`config.mk`:
```
export PLATFORM = sky130hd
export DESIGN_NAME = pfac_ram
export DESIGN_NICKNAME = d
export VERILOG_FILES = /design/src/sv/pfac_ram.sv
export SDC_FILE = /design/constraint.sdc
export NUM_CORES = 2
export LEC_CHECK = 0
export BUFFER_PORTS_ARGS = -buffer_cell sky130_fd_sc_hd__buf_2
export CAP_MARGIN = 0
export CELL_PAD_IN_SITES_DETAIL_PLACEMENT = 1
export CELL_PAD_IN_SITES_GLOBAL_PLACEMENT = 1
export CORE_AREA = 2 2 642 644
export CTS_CLUSTER_SIZE = 8
export DETAILED_ROUTE_END_ITERATION = 8
export DIE_AREA = 0 0 644 646
export PLACE_DENSITY = 0.66
export SLEW_MARGIN = 30
export SYNTH_ARGS = -nofsm -noshare
export SYNTH_HDL_FRONTEND = slang
export SYNTH_SLANG_ARGS = --single-unit
```
`constraint.sdc`:
```
create_clock -name clock -period 2.5 [get_ports clock]
set_input_delay 0 -clock clock [delete_from_list [all_inputs] [get_ports clock]]
set_output_delay 0 -clock clock [all_outputs]
set_load 0.03 [all_outputs]
```
`src/sv/pfac_ram.sv`:
```
// ----------------------------------------------------------------------------
// pfac_ram
// Generic single-write, single-read RAM with registered, read-first output.
// ----------------------------------------------------------------------------
module pfac_ram #(
   parameter int WIDTH = 16,
   parameter int DEPTH = 256
) (
   input  logic                     clock,
   input  logic                     wr_en,
   input  logic [$clog2(DEPTH)-1:0] wr_addr,
   input  logic [WIDTH-1:0]         wr_data,
   input  logic                     rd_en,
   input  logic [$clog2(DEPTH)-1:0] rd_addr,
   output logic [WIDTH-1:0]         rd_data
);

   logic [WIDTH-1:0] mem_ff [DEPTH];
   logic [WIDTH-1:0] rd_data_ff;

   // write port
   always_ff @(posedge clock) begin
      if (wr_en) begin
         mem_ff[wr_addr] <= wr_data;
      end
   end

   // registered read port, holds when not enabled
   always_ff @(posedge clock) begin
      if (rd_en) begin
         rd_data_ff <= mem_ff[rd_addr];
      end
   end

   assign rd_data = rd_data_ff;

endmodule

```
Word level (Yosys, flattened, before mapping)
Memory sizes are Yosys's and may differ from the RTL's. A register that Yosys moved wholly into a read port is not among the register bits. Cells that the tools add are included.

Register bits: 0. Latch bits: 0. RAM bits: 4096. Memory bits (read-only): 0. Input bits: 35. Output and inout bits: 16. Logic and storage cells: 3. Memories: 1.

Memories: mem_ff (depth 256, width 16, read ports 1, clocked after Yosys merged registers in 1, write ports 1, RTL line 18) `logic [WIDTH-1:0] mem_ff [DEPTH];`.

Add/subtract/negate cells: 0. Multiply operators: 0. Divide/modulo/power cells: 0. $lt $le $gt $ge: 0. Equality and inequality tests: 0. Shift operators: 0. Muxes and demuxes: 2. Bitwise gates (word level): 0. Reductions and logical operators: 0.

Operators with widths (number): 1-bit 2-to-1 mux (2).

Longest topological paths before layout
Depth in word-level cells: 2. Depth in mapped cells: 12. Mapped depth without buffers: 6.

Worst setup path before layout
No wires, ideal clock.

Kind: input -> register. From: input port rd_addr[0]. To: register rd_data_ff[4], in the netlist rd_data[4] (read register of mem_ff), data pin. Library setup time: 265 ps. Data arrival time: 1984 ps. Path slack: 251 ps. Cell stages on the path: 8. Path buffers: 3. Cells stage by stage: buf_6 buf_6 buf_2 mux4_2 mux4_2 a22o_1 o32ai_2 nor4_2.

RTL lines: start: declaration (RTL line 14) `input logic [$clog2(DEPTH)-1:0] rd_addr,`; end: declaration (RTL line 19) `logic [WIDTH-1:0] rd_data_ff;`.

==> impl_metrics.tcl <==
set metrics [dict create \
    status "finished with violations" \
    violations "setup timing" \
    fin_ws_ps -221 \
    cp-start-kind "flip-flop" \
    die_h_um 646 \
    fin_crit_sh_pct 109 \
    ys_seq_area_share_pct 77.7 \
    crit_family "multiplexers" \
    worstPathMaxFanout 1 \
    muxShareOfSynthArea_pct 15.5 \
    synthCells 7360 \
    drc 0 \
    setup_violations 10 \
    core_um2 409000 \
    ant_nets 0 \
    relSlewSlack_pct 38.0 \
    ys_warn_count 0 \
    worst_pin_slew_ps 922 \
    routed_wl_um 471000 \
    numClockSinks 4112 \
    via_per_inst 5.87 \
    io_pins 51 \
    clk_path_buf_depth 4 \
    grt_pass1_wl_um 672000 \
    tns_ps -410 \
    slowest_delay_ps 540 \
    p_leak_uw 0.0623 \
    crit_required_ps 3260 \
    synth_edf_count 4112 \
    antenna_found_initial 24 \
    cp_slowest_cell "mux4_2" \
    final.setup_skew_ps 36.5 \
    dp_cells 13500 \
    max_freq_mhz 367 \
    fin_util_pct 46.9 \
    h-tree-depth 6 \
    wl_per_cell_um 33.3 \
    r2r_end "rd_data[10]" \
    final_common_cell "edfxtp_1" \
    syn_area_um2 159000 \
    syn2layout_area_growth_pct 20.7 \
    fin_nets 8680 \
    dieWidth_um 644 \
    synth_simple_gate_area_share_pct 1.57 \
    ff2ff_path_depth 6 \
    min_from "wr_data[14]" \
    rsz0062_at_grt "true" \
    grt_usage_pct 22.4 \
    cts_tree "done" \
    dp_hpwl_um 294000 \
    path_buf_inv 1 \
    hold_violations 0 \
    power_uw 156000 \
    grt-ovfl-total 0 \
    synthFlopType "edfxtp_1" \
    place_congestion 0.889 \
    hold_depth 2 \
    clk_pin_slew_ps 50 \
    synth_nets 7395 \
    avgSynthCellArea_um2 21.6 \
    ir_worst_vdd_v 0.000666 \
    drive_above_1_share_pct 32.8 \
    fin_cells 14200 \
    die-area_um2 416000 \
    clock_latency_ps 1040 \
    synthAdderAreaFrac_pct 0 \
    whs_endpoint "mem_ff[84][14]" \
    crit_type "reg -> reg" \
    grt_start_max_net_pins 98 \
    grt_pass1_vias 87900 \
    path_cells "mux4_2, mux4_2, a22o_4, o32ai_4, buf_6, nor4_4" \
    async_flop_share_pct 0 \
    dr.first_iter.drc_count 9803 \
    portBuffers 50 \
    vias 83200 \
    nFillCells 37100 \
    ys_types 51 \
    first_pass_iters 6 \
    rows 235 \
    crit_arrival_ps 3480 \
    start_util_pct 38.9 \
    startpoint "mem_ff[27][10]" \
    ys_seq_elements 4112 \
    final_cell_mix "edfxtp_1 (4,112), buf_4 (830), mux4_2 (797)" \
    period_needed_ps 2720 \
    clock-root-buffer "clkbuf_16" \
    maxCapViolCount 0 \
    drv_slew 0 \
    end_kind "flip-flop" \
    regToRegSetupSlack_ps -220 \
    synth_top_family_by_area "multiplexers" \
    synth_compound_area_share_pct 3.53 \
    p_per_area_nw_per_um2 811 \
    cts_made_buffers 584 \
    min_path_type "in -> reg" \
    timing.rr.start "mem_ff[27][10]" \
    synth-xor-area-share_pct 0 \
    cp_common_cell "mux4_2" \
]
## routing by layer
layer | up-vias | track usage, % | share of wire, %
li1 | 33600 | - | -
met1 | 45100 | 29.7 | 40
met2 | 3605 | 37.3 | 49
met3 | 799 | 3.54 | 7.1
met4 | 2 | 8.68 | 4.2
met5 | - | 0 | 0.0028
## worst max-delay path by stage
stage | endpoint | slack [ps] | cells past startpoint
final | rd_data[10] | -220 | 6
after global routing | rd_data[10] | -260 | 6
after CTS | rd_data[10] | -240 | 6
after detailed placement | rd_data[10] | -970 | 11
after global placement | rd_data[10] | -1000 | 11
after floorplan | rd_data[4] | 250 | 8
## worst register-to-register path, stage by stage, from the launching register on
cell and delay [ps]:
edfxtp_1 350, mux4_2 540, mux4_2 530, a22o_4 310, o32ai_4 510, buf_6 190
nor4_4 40
## cell usage after synthesis (5+ instances only)
master | n | area share (%)
a211oi_1 | 18 | 0.085
o22ai_1 | 148 | 0.58
o221ai_1 | 252 | 1.4
a221oi_1 | 28 | 0.15
and3_1 | 11 | 0.043
a21oi_1 | 175 | 0.55
clkbuf_1 | 230 | 0.54
buf_8 | 11 | 0.10
a2111oi_0 | 6 | 0.033
nor4_1 | 17 | 0.067
a22o_1 | 32 | 0.18
nand4_1 | 26 | 0.10
o21ai_0 | 37 | 0.12
buf_12 | 5 | 0.063
o32ai_1 | 20 | 0.11
nand3_1 | 35 | 0.11
o31ai_1 | 16 | 0.076
edfxtp_1 | 4112 | 78
buf_6 | 77 | 0.55
mux4_2 | 797 | 11
a22oi_1 | 43 | 0.20
mux2_2 | 88 | 0.62
buf_1 | 27 | 0.064
nor2b_1 | 9 | 0.035
buf_2 | 76 | 0.24
mux2i_1 | 565 | 3.6
nand2_1 | 38 | 0.090
nor3_1 | 92 | 0.29
nor2_1 | 304 | 0.72
a31oi_1 | 6 | 0.024
buf_4 | 26 | 0.12
## sequential cells by signal, summed over array words and instances, names as in the netlist
register and flops:
mem_ff 4096, rd_data 16
## through the flow
stage / hold slack (ps) / setup WS, ps / cell area [µm²]
floorplan: 98.9 / 251 / 159000
global placement: 417 / -997 / 174000
detailed placement: 426 / -970 / 174000
CTS: 12.5 / -240 / 191000
global route: 44.1 / -261 / 192000
finish: 46.1 / -221 / 192000
## layout make-up
cell class	instances	area (µm²)	share of cell area, %
diodes	14	35.0	0.0183
multi-input cells	2792	33900	17.7
repair buffers	1151	11600	6.04
clock buffers	596	14900	7.76
well taps	5451	6820	3.56
clock inverters	50	960	0.501
flip-flops and latches	4112	123000	64.4
inverters	4	27.5	0.0144
## what timing repair did
item	CTS	global route
setup endpoints to repair	16	16
resized for setup	132	47
pin swaps	29	23
hold endpoints to repair	5177	4
buffers inserted	0	0
hold buffers	41	1
## cells by family (layout without fill, tap and decap cells)
family | count (synthesis) | after routing
AOI/OAI and AO/OA | 786 | 786
buffers and inverters | 456 | 1801
muxes | 1450 | 1450
DFF | 4112 | 4112
other | 0 | 14
and+or+nand+nor | 556 | 556
## report_power, final
| part | switching [µW] | leakage (µW) | internal [µW] |
|---|---|---|---|
| combinational | 5340 | 0.0175 | 3350 |
| sequential | 140 | 0.0370 | 76200 |
| clock | 28500 | 0.00774 | 42000 |
No activity file was read; power rests on OpenSTA's default activity.
